## config.mk

```make
export PLATFORM = sky130hd
export DESIGN_NAME = apsd_ram
export DESIGN_NICKNAME = d
export VERILOG_FILES = /design/src/rtl/core/assert_macros.svh /design/src/rtl/core/apsd_ram.sv
export SDC_FILE = /design/constraint.sdc
export NUM_CORES = 1
export LEC_CHECK = 0
export ABC_CLOCK_PERIOD_IN_PS = 3650
export BUFFER_PORTS_ARGS = -buffer_cell sky130_fd_sc_hd__buf_4
export CAP_MARGIN = 25
export CORE_ASPECT_RATIO = 0.8
export CORE_MARGIN = 8
export CORE_UTILIZATION = 65
export DETAILED_ROUTE_END_ITERATION = 8
export GPL_TIMING_DRIVEN = 0
export PLACE_DENSITY = 0.91
export SLEW_MARGIN = 10
export SYNTH_ARGS = -nofsm -noshare
export SYNTH_HDL_FRONTEND = slang
export SYNTH_SLANG_ARGS = --single-unit
```

## constraint.sdc

```tcl
create_clock -name clk -period 3.65 [get_ports clk]
set_input_delay 0.365 -clock clk [delete_from_list [all_inputs] [get_ports clk]]
set_output_delay 0.365 -clock clk [all_outputs]
set_load 0.02 [all_outputs]
```

## src/rtl/core/assert_macros.svh

```systemverilog
// Assertion macros used by the top-level RTL module.
`ifndef ASSERT_MACROS_SVH
`define ASSERT_MACROS_SVH

// Antecedent holds in this cycle, consequent in the same cycle.
`define ASSERT_IMP(name, clk, rstn, ante, cons) \
	name: assert property (@(posedge clk) disable iff (!(rstn)) (ante) |-> (cons)) \
		else $error("assertion failed: same-cycle implication");

// Antecedent holds in this cycle, consequent in the next one.
`define ASSERT_NEXT(name, clk, rstn, ante, cons) \
	name: assert property (@(posedge clk) disable iff (!(rstn)) (ante) |=> (cons)) \
		else $error("assertion failed: next-cycle implication");

`endif

```

## src/rtl/core/apsd_ram.sv

```systemverilog
// Generic single-write, single-read RAM with registered read data.
module apsd_ram #(
	parameter int WIDTH = 8,
	parameter int DEPTH = 16
) (
	input  logic                     clk,
	input  logic                     we,
	input  logic [$clog2(DEPTH)-1:0] waddr,
	input  logic [WIDTH-1:0]         wdata,
	input  logic                     re,
	input  logic [$clog2(DEPTH)-1:0] raddr,
	output logic [WIDTH-1:0]         rdata
);
	logic [WIDTH-1:0] mem [DEPTH];

	always_ff @(posedge clk) begin
		if (we) begin
			mem[waddr] <= wdata;
		end
		if (re) begin
			rdata <= mem[raddr];
		end
	end
endmodule

```

==> impl_results.md <==
* Run status: finished, final reports clean
* DRC errors left at 0
* Worst Path Max Fanout at 1
* Pre-antenna DRT Iters at 4
* Area Growth Syn to Fin at 18.5%
* Starting DRT DRC Count at 179
* Pleak at 2.11 nW
* Final Hold Viols at 0
* Overflow after GRT at 0
* FF+latch area at 4080 um^2
* FP Rows at 29
* Slew margin rel. at 43.5%
* Nets at 296
* Io pins at 27
* WS Path Type: reg -> reg
* Largest net degree at the start of global routing at 17
* # setup viols final at 0
* Die Wd at 116 um
* Core area at 7870 um^2
* RSZ-0062 raised after global routing: no
* CP arrival at 1.90 ns
* GR Util All Layers at 20.9%
* Vias in the first global route at 2633
* Post-synthesis net count at 248
* Die Ht at 96.2 um
* PortBufs at 25
* Minimum clock period after layout at 1.63 ns
* Initial core utilization at 66.4%
* CTS root buf: clkbuf_8
* Worst setup SP type: flip-flop
* Post-CTS Setup Inserts at 0
* Worst VDD drop at 0.691 mV
* Synth Instances at 229
* Hold-fix buffers, CTS at 0
* Ys Warns at 0
* Fin Setup TNS at 0 ns
* Hold WC Path Type: in -> reg
* Cts repair resizes at 0
* CP Data Required Time at 3.91 ns
* # clock sinks at 136
* Final HPWL DP at 6520 um
* Share of post-route cells with drive strength above 1 at 30.3%
* Total of max-cap violations at 0
* CTS Buf Count at 17
* PwrDens at 604 nW/um^2
* Fin Hold WS at 0.136 ns
* Seq/Total Area, Yosys at 78.1%
* Final Cycle Share at 44.7%
* Post-DR wirelength/cell at 26.7 um
* Fill cell count at 397
* Ant diodes at 0
* Clk pin slew, worst setup/hold paths at 0.06 ns
* Distinct cells, synth at 18
* Post-Synthesis Cell Area at 5230 um^2
* Detailed-route via count at 2550
* Footprint of the multi-input gates at 1060 um^2
* Synth top area share at 78.1%
* Detailed-route wire length at 10600 um
* Post-route ant nets at 0
* Setup Skew at 0.00640 ns
* Area contributors post-synth: edfxtp_1 78%, mux4_2 7.8%, mux4_1 7.0%
* CTS H-tree depth at 4
* TritonCTS clock tree: done
* Clk Latency, worst-skew pair at 0.51 ns
* Vias per cell at 6.41
* Die area at 11200 um^2
* Worst setup EP type: flip-flop
* Fin. max-slew vios at 0
* CTS max path bufs at 2
* Fmax at 613 MHz
* Antenna violations before repair at 0
* First-pass GRT wire length at 15800 um
* Worst Tran Pin Value at 0.845 ns
* Seq cells post-synth at 136
* RD Place Congestion at 0.741
* Syn avg cell area at 22.8 um^2
* Largest area contributor in the netlist: edfxtp_1
==> placed cells by master (no fill, tap or decap) <==
cell             Yosys  routed
nand3_1              1       1
bufinv_16            0       5
nor3_1               4       4
clkbuf_1             0       1
edfxtp_1           136     136
nor2_1              13      13
buf_4                1      26
nand2_1              9       9
buf_2                3       7
nand2b_1             2       2
and2_1               1       1
clkinv_4             0       3
buf_6                3       3
nand3b_1             2       2
clkbuf_16            0      16
clkdlybuf4s25_2      3       3
or3b_2               1       1
mux4_1              14      14
mux4_2              18      18
nor2b_1              1       1
clkbuf_8             0       1
and2b_1              1       1
clkinv_1             0       1
clkinv_2             0       5
a22oi_1             16      16
==> sequential cells by signal, indices dropped and copies added (netlist names) <==
name	count
mem	128
rdata	8
==> cells by family (layout without fill, tap and decap cells) <==
logic type             after synthesis  in the layout  share of synthesized area [%]
flip-flops                         136            136                           78.1
AND/OR/NAND/NOR                     35             35                           3.14
multiplexers                        32             32                           14.8
AO/OA/AOI/OAI                       16             16                           2.30
buffers and inverters               10             71                           1.65
==> layer usage <==
metal | part of all wire [%] | up-vias | global-route usage (%)
met5 | 0 | - | 0
met4 | 1.6 | 0 | 6.03
met3 | 8.0 | 17 | 8.21
met2 | 49 | 125 | 32.8
met1 | 41 | 1330 | 27.0
li1 | - | 1078 | -
==> report_power, final <==
part | switching (mW) | internal (mW) | total, mW
logic | 0.108 | 0.0781 | 0.186
clock network | 0.613 | 1.17 | 1.78
registers | 0.00957 | 1.76 | 1.77
total | 0.730 | 3.01 | 3.74
==> stage by stage <==
stage | setup slack (ns) | cells | instance area, um^2 | utilization, % | total power [mW]
floorplan | 1.79 | 229 | 5230 | - | 1.90
global placement | 1.33 | 362 | 5550 | 70.5 | 1.97
detailed placement | 1.60 | 366 | 5570 | 70.7 | 1.99
CTS | 2.05 | 398 | 6190 | 78.7 | 3.75
global route | 2.01 | 398 | 6190 | 78.7 | 3.83
finish | 2.02 | 398 | 6190 | 78.7 | 3.74
==> critical path, cell delays in order, from the launching register on <==
cell	delay, ns
edfxtp_1	0.40
mux4_1	0.61
a22oi_1	0.29
nand2_1	0.08
==> layout make-up <==
type,instances,share of cell area [%]
clock buffers,18,6.75
flip-flops and latches,136,65.9
repair buffers,29,3.35
well taps,108,2.18
multi-input cells,83,17.1
plain buffers,10,1.39
clock inverters,14,3.31
==> final timing paths <==
check	startpoint	end	slack [ns]	cells past startpoint
setup / recovery	mem[6][2]$_DFFE_PP_	rdata[2]$_DFFE_PP_	2.02	3
hold / removal	re	rdata[4]$_DFFE_PP_	0.14	1
setup reg to reg	mem[6][2]$_DFFE_PP_	rdata[2]$_DFFE_PP_	2.02	3
hold reg to reg	mem[8][0]$_DFFE_PP_	rdata[0]$_DFFE_PP_	0.77	3
==> Yosys cell counts (all sizes together) <==
master         count
nand2              9
or3b               1
nor2              13
buf                7
nor3               4
edfxtp           136
clkdlybuf4s25      3
a22oi             16
nand2b             2
nand3b             2
and2b              1
nor2b              1
and2               1
nand3              1
mux4              32
No activity file was read; power rests on OpenSTA's default activity.
