File: src/rtl/core/assert_macros.svh
// Assertion macros used by the top-level RTL module.
`ifndef ASSERT_MACROS_SVH
`define ASSERT_MACROS_SVH

// Antecedent holds in this cycle, consequent in the same cycle.
`define ASSERT_IMP(name, clk, rstn, ante, cons) \
	name: assert property (@(posedge clk) disable iff (!(rstn)) (ante) |-> (cons)) \
		else $error("assertion failed: same-cycle implication");

// Antecedent holds in this cycle, consequent in the next one.
`define ASSERT_NEXT(name, clk, rstn, ante, cons) \
	name: assert property (@(posedge clk) disable iff (!(rstn)) (ante) |=> (cons)) \
		else $error("assertion failed: next-cycle implication");

`endif

File: src/rtl/core/apsd_pkg.sv
// Shared constants and codes of the audio peak and silence detector.
package apsd_pkg;
	localparam int MAX_CHANNELS = 8;
	localparam int CH_W         = $clog2(MAX_CHANNELS);
	localparam int NCH_W        = 4;
	localparam int WINDOW_DEPTH = 256;
	localparam int WIN_AW       = $clog2(WINDOW_DEPTH);
	localparam int CNT_W        = WIN_AW + 1;
	localparam int SAMPLE_BITS  = 16;
	localparam int LEVEL_W      = SAMPLE_BITS - 1;
	localparam int SQ_W         = 2 * LEVEL_W;
	localparam int SUM_W        = SQ_W + WIN_AW;
	localparam int TIME_BITS    = 40;
	localparam int RAM_W        = SQ_W + TIME_BITS;
	localparam int US_W         = 26;
	localparam int IVL_W        = 8;
	localparam int RCNT_W       = 9;
	localparam int CFG_IDX_W    = 3;
	localparam int CFG_DATA_W   = US_W;

	localparam int DIV_STEPS    = SUM_W;
	localparam int SQRT_STEPS   = LEVEL_W;
	localparam int STEP_W       = $clog2(DIV_STEPS + 1);

	localparam logic [CFG_IDX_W-1:0] REG_BAR_ENABLE     = 3'd0;
	localparam logic [CFG_IDX_W-1:0] REG_BAR_INTERVAL   = 3'd1;
	localparam logic [CFG_IDX_W-1:0] REG_SILENCE_ENABLE = 3'd2;
	localparam logic [CFG_IDX_W-1:0] REG_WINDOW_US      = 3'd3;
	localparam logic [CFG_IDX_W-1:0] REG_ALARM_THRESH   = 3'd4;
	localparam logic [CFG_IDX_W-1:0] REG_REPEAT_US      = 3'd5;
	localparam logic [CFG_IDX_W-1:0] REG_CHANNEL_COUNT  = 3'd6;

	localparam logic [IVL_W-1:0]   RST_BAR_INTERVAL  = 8'd4;
	localparam logic [US_W-1:0]    RST_WINDOW_US     = 26'd5000000;
	localparam logic [LEVEL_W-1:0] RST_ALARM_THRESH  = 15'd655;
	localparam logic [US_W-1:0]    RST_REPEAT_US     = 26'd2000000;
	localparam logic [NCH_W-1:0]   RST_CHANNEL_COUNT = 4'd2;

	localparam logic KIND_PEAK    = 1'b0;
	localparam logic KIND_VERDICT = 1'b1;
endpackage

File: src/rtl/core/apsd_math.sv
// Iterative mean and square root unit: floor(sqrt(sum / count)).
module apsd_math (
	input  logic                        clk,
	input  logic                        arst_n,
	input  logic                        start,
	input  logic [apsd_pkg::SUM_W-1:0]  sum,
	input  logic [apsd_pkg::CNT_W-1:0]  count,
	output logic                        done,
	output logic [apsd_pkg::LEVEL_W-1:0] root
);
	import apsd_pkg::*;

	localparam logic [1:0] PH_IDLE = 2'd0;
	localparam logic [1:0] PH_DIV  = 2'd1;
	localparam logic [1:0] PH_SQRT = 2'd2;

	logic [1:0]         phase_q;
	logic [STEP_W-1:0]  step_q;
	logic [SUM_W-1:0]   dvd_q;
	logic [CNT_W-1:0]   dsr_q;
	logic [CNT_W-1:0]   rem_q;
	logic [SQ_W-1:0]    rad_q;
	logic [LEVEL_W+1:0] srem_q;
	logic [LEVEL_W-1:0] root_q;

	logic [CNT_W:0]     rsh;
	logic               dge;
	logic [LEVEL_W+3:0] ssh;
	logic [LEVEL_W+3:0] trial;
	logic               sge;

	always_comb begin
		rsh   = {rem_q, dvd_q[SUM_W-1]};
		dge   = rsh >= {1'b0, dsr_q};
		ssh   = {srem_q, rad_q[SQ_W-1 -: 2]};
		trial = {2'b00, root_q, 2'b01};
		sge   = ssh >= trial;
	end

	always_ff @(posedge clk or negedge arst_n) begin
		if (!arst_n) begin
			phase_q <= PH_IDLE;
			step_q  <= '0;
			done    <= 1'b0;
		end else begin
			done <= 1'b0;
			unique case (phase_q)
				PH_IDLE: begin
					if (start) begin
						phase_q <= PH_DIV;
						step_q  <= '0;
					end
				end
				PH_DIV: begin
					step_q <= step_q + 1'b1;
					if (step_q == STEP_W'(DIV_STEPS - 1)) begin
						phase_q <= PH_SQRT;
						step_q  <= '0;
					end
				end
				PH_SQRT: begin
					step_q <= step_q + 1'b1;
					if (step_q == STEP_W'(SQRT_STEPS - 1)) begin
						phase_q <= PH_IDLE;
						done    <= 1'b1;
					end
				end
				default: phase_q <= PH_IDLE;
			endcase
		end
	end

	always_ff @(posedge clk) begin
		if (phase_q == PH_IDLE && start) begin
			dvd_q  <= sum;
			dsr_q  <= count;
			rem_q  <= '0;
			srem_q <= '0;
			root_q <= '0;
		end else if (phase_q == PH_DIV) begin
			rem_q <= dge ? CNT_W'(rsh - {1'b0, dsr_q}) : rsh[CNT_W-1:0];
			dvd_q <= {dvd_q[SUM_W-2:0], dge};
			// quotient never exceeds one stored square
			if (step_q == STEP_W'(DIV_STEPS - 1)) begin
				rad_q <= {dvd_q[SQ_W-2:0], dge};
			end
		end else if (phase_q == PH_SQRT) begin
			srem_q <= sge ? (LEVEL_W + 2)'(ssh - trial) : ssh[LEVEL_W+1:0];
			root_q <= {root_q[LEVEL_W-2:0], sge};
			rad_q  <= {rad_q[SQ_W-3:0], 2'b00};
		end
	end

	assign root = root_q;
endmodule

File: config.mk
export PLATFORM = sky130hd
export DESIGN_NAME = apsd_math
export DESIGN_NICKNAME = d
export VERILOG_FILES = /design/src/rtl/core/assert_macros.svh /design/src/rtl/core/apsd_pkg.sv /design/src/rtl/core/apsd_math.sv
export SDC_FILE = /design/constraint.sdc
export NUM_CORES = 1
export LEC_CHECK = 0
export BUFFER_PORTS_ARGS = -buffer_cell sky130_fd_sc_hd__buf_2
export CAP_MARGIN = 20
export CORE_MARGIN = 2
export CORE_UTILIZATION = 54
export CTS_CLUSTER_DIAMETER = 60
export DETAILED_ROUTE_END_ITERATION = 10
export MAX_ROUTING_LAYER = met4
export PLACE_DENSITY = 0.77
export RECOVER_POWER = 100
export SLEW_MARGIN = 15
export SYNTH_ARGS = -nofsm -noshare
export SYNTH_HDL_FRONTEND = slang
export SYNTH_SLANG_ARGS = --single-unit
File: constraint.sdc
create_clock -name clk -period 2.4 [get_ports clk]
set_input_delay 0.12 -clock clk [delete_from_list [all_inputs] [get_ports clk]]
set_output_delay 0.12 -clock clk [all_outputs]
set_load 0.05 [all_outputs]
==> impl_metrics.env <==
export IMPL_antenna_left=0
export IMPL_clk_pin_slew_ns=0.06
export IMPL_ioPinCount=66
export IMPL_drt_iter0_markers=428
export IMPL_ys_async_sr_fraction_pct=7.09
export IMPL_clkLatencyLatePin_ns=0.43
export IMPL_synth_top_flop_cell="edfxtp_1"
export IMPL_initial_utilization_pct=55.5
export IMPL_netlist_area_um2=6670
export IMPL_cp_max_fo=6
export IMPL_stdcell_count=981
export IMPL_reg2reg_depth=10
export IMPL_die_w_um=115
export IMPL_whs_ns=0.0194
export IMPL_cts_made_buffers=17
export IMPL_final_nets=905
export IMPL_avgViaCountPerCell=5.67
export IMPL_path_cells="ha_1, nor3_1, o31a_1, a2bb2oi_2, a31oi_4, nor2b_2, buf_4, buf_12, and3_4, nor3_2"
export IMPL_cts_root_buf="clkbuf_16"
export IMPL_grt_use_total_pct=26.5
export IMPL_hold_class="in2reg"
export IMPL_wirelength_um=16900
export IMPL_clock_sinks=127
export IMPL_areaGrowthSynthToFinish_pct=31.5
export IMPL_die_h_um=115
export IMPL_crit_arrival_ns=2.74
export IMPL_grt_pass1_wl_um=26300
export IMPL_dieArea_um2=13300
export IMPL_status="finished, final reports clean"
export IMPL_htree_levels=4
export IMPL_cts_max_path_buffers=2
export IMPL_drive_gt1_share_pct=27.6
export IMPL_row_count=40
export IMPL_fmax_ghz=0.419
export IMPL_fin_total_pwr_mw=13.8
export IMPL_slew_viol_final=0
export IMPL_synthCells=670
export IMPL_io_buffer_count=65
export IMPL_max_vdd_ir_drop_v=0.000905
export IMPL_cts_tree="done"
export IMPL_first_pass_iters=7
export IMPL_setup_violations_final=0
export IMPL_final_util_pct=73.0
export IMPL_ys_seq_elements=127
export IMPL_vias=5565
export IMPL_synth_area_per_cell_um2=9.96
export IMPL_grt_pass1_vias=5446
export IMPL_synth_fp_nets=755
export IMPL_rsz0062_at_grt="true"
export IMPL_fin_worst_skew_ns=0.0113
export IMPL_grt_max_degree=48
export IMPL_fin_crit_ns=2.39
export IMPL_min_path_cells=3
export IMPL_core_area_um2=12000
export IMPL_synth_distinct_cells=60
export IMPL_critPathKind="reg2reg"
export IMPL_critPathSlowestCell="dfxtp_1"
export IMPL_yosysWarnings=0
export IMPL_synth_edf_count=77
export IMPL_p_leak_nw=3.72
export IMPL_max_stage_delay_ns=0.41
export IMPL_tightestPinTransition_ns=0.590
export IMPL_place_inst=888
export IMPL_p_per_area_nw_per_um2=1580
export IMPL_cap_violations=0
export IMPL_slew_headroom_pct=60.8
export IMPL_drc=0
export IMPL_fin_crit_sh_pct=99.4
export IMPL_antenna_found_initial=1
export IMPL_synth_yosys_seq_area_share_pct=50.3
export IMPL_cp_required_ns=2.75
export IMPL_hold_viol=0
export IMPL_wl_per_cell_um=17.2
export IMPL_end_kind="register"
export IMPL_cp_start_kind="register"
export IMPL_grt_overflow=0
export IMPL_finalWeightedCongestion=0.934
export IMPL_dp_hpwl_um=10100
==> cell type report <==
type | count | area [um^2]
multi-input cells | 473 | 3260
inverters | 38 | 143
well taps | 147 | 184
clock inverters | 13 | 163
clock buffers | 19 | 433
repair buffers | 163 | 1210
flip-flops and latches | 127 | 3380
diodes | 1 | 2.50
fillers | 780 | 3240
==> sequential cells by signal, summed over array words and instances (netlist names) <==
| register | flops |
|---|---|
| done | 1 |
| dvd_q | 38 |
| root | 15 |
| srem_q | 17 |
| phase_q | 2 |
| rad_q | 30 |
| step_q | 6 |
| rem_q | 9 |
| dsr_q | 9 |
==> synth_stat cells (3+ instances only) <==
master	n	share of area, %
nand2_1	148	8.3
edfxtp_1	77	35
dfxtp_1	41	12
o21ai_0	40	3.0
inv_1	38	2.1
ha_1	34	6.4
nor2_1	34	1.9
mux2_2	32	5.4
a21oi_1	22	1.7
clkbuf_1	21	1.2
mux2i_1	20	3.0
a31oi_1	12	1.1
nand2b_1	12	1.1
xnor2_1	12	1.6
nand3_1	11	0.83
nand4_1	10	0.94
dfrtp_1	9	3.4
and3_1	6	0.56
nand3b_1	6	0.68
nor3_1	6	0.45
and2_1	5	0.47
buf_1	5	0.28
nor2b_1	5	0.47
o21a_1	5	0.56
nor3b_1	4	0.45
o211ai_1	4	0.45
o31ai_1	4	0.45
a41oi_1	3	0.39
buf_2	3	0.22
xor2_1	3	0.39
==> layout by cell type (no fill, tap or decap), types with 6 or more instances in the layout <==
cell type,count
dfxtp_1,28
mux2_2,32
mux2i_1,20
ha_4,8
nand2_1,147
o21ai_0,34
nand3b_1,6
nand3_1,11
nand2b_1,10
inv_1,35
xnor2_1,12
dfxtp_2,12
ha_1,23
nor3_1,6
a31oi_1,11
a21oi_1,20
nand4_1,10
buf_4,48
clkbuf_16,17
dlygate4sd3_1,45
buf_2,63
nor2_1,33
dfrtp_1,9
edfxtp_1,77
==> power breakdown <==
part	total [mW]	internal, mW	switching, mW
registers	4.22	3.68	0.536
clock network	2.64	1.63	1.01
logic	6.97	3.18	3.79
total	13.8	8.49	5.33
==> worst paths after layout <==
kind	startpoint	to	slack [ns]
max	srem_q[0]	srem_q[0]	0.01
min	sum[2]	dvd_q[2]	0.02
max reg2reg	srem_q[0]	srem_q[0]	0.01
min reg2reg	srem_q[9]	srem_q[11]	0.49
max in group asynchronous	arst_n	step_q[0]	1.88
min in group asynchronous	arst_n	phase_q[1]	0.18
==> critical path, delay by kind of cell, from the launching register on <==
| kind | cells | cell delay, ns |
|---|---|---|
| buffers and inverters | 2 | 0.28 |
| AO/OA/AOI/OAI | 3 | 0.75 |
| adder cells (fa/ha/maj) | 1 | 0.37 |
| AND/OR/NAND/NOR | 4 | 0.50 |
| flip-flops | 1 | 0.41 |
==> layer usage <==
| layer | share of wire, % | GRT usage (%) | vias up |
|---|---|---|---|
| li1 | - | - | 2667 |
| met4 | 2.3 | 8.03 | 0 |
| met1 | 42 | 32.2 | 2673 |
| met2 | 50 | 43.0 | 189 |
| met3 | 5.3 | 7.59 | 36 |
| met5 | 0 | - | - |
==> stage by stage <==
step           setup TNS, ns  setup WS, ns  instance area [um^2]
3_5_place_dp          -0.106       -0.0438                  7360
6_report                   0        0.0147                  8770
2_1_floorplan       -0.00151      -0.00151                  6690
5_1_grt               -0.292       -0.0577                  8770
4_1_cts                    0        0.0201                  8440
3_3_place_gp               0        0.0281                  7360
==> logic make-up after synthesis <==
logic type                 count (synthesis)  share of synthesized area (%)
and+or+nand+nor                          260                           17.7
xor gates and xnor gates                  15                           1.97
AOI/OAI and AO/OA                        111                           10.5
DFF                                      127                           50.3
adders and majority gates                 35                           6.68
buffers and inverters                     70                           4.46
muxes                                     52                           8.40
==> timing repair <==
item / CTS / global route
pin swaps: 0 / 13
endpoints found under the hold margin: 53 / 0
hold buffers: 45 / 0
gates resized for setup: 5 / 45
setup endpoints to repair: 6 / 26
gates cloned: 0 / 1
setup buffers: 0 / 14
(Power assumes the default switching activity.)
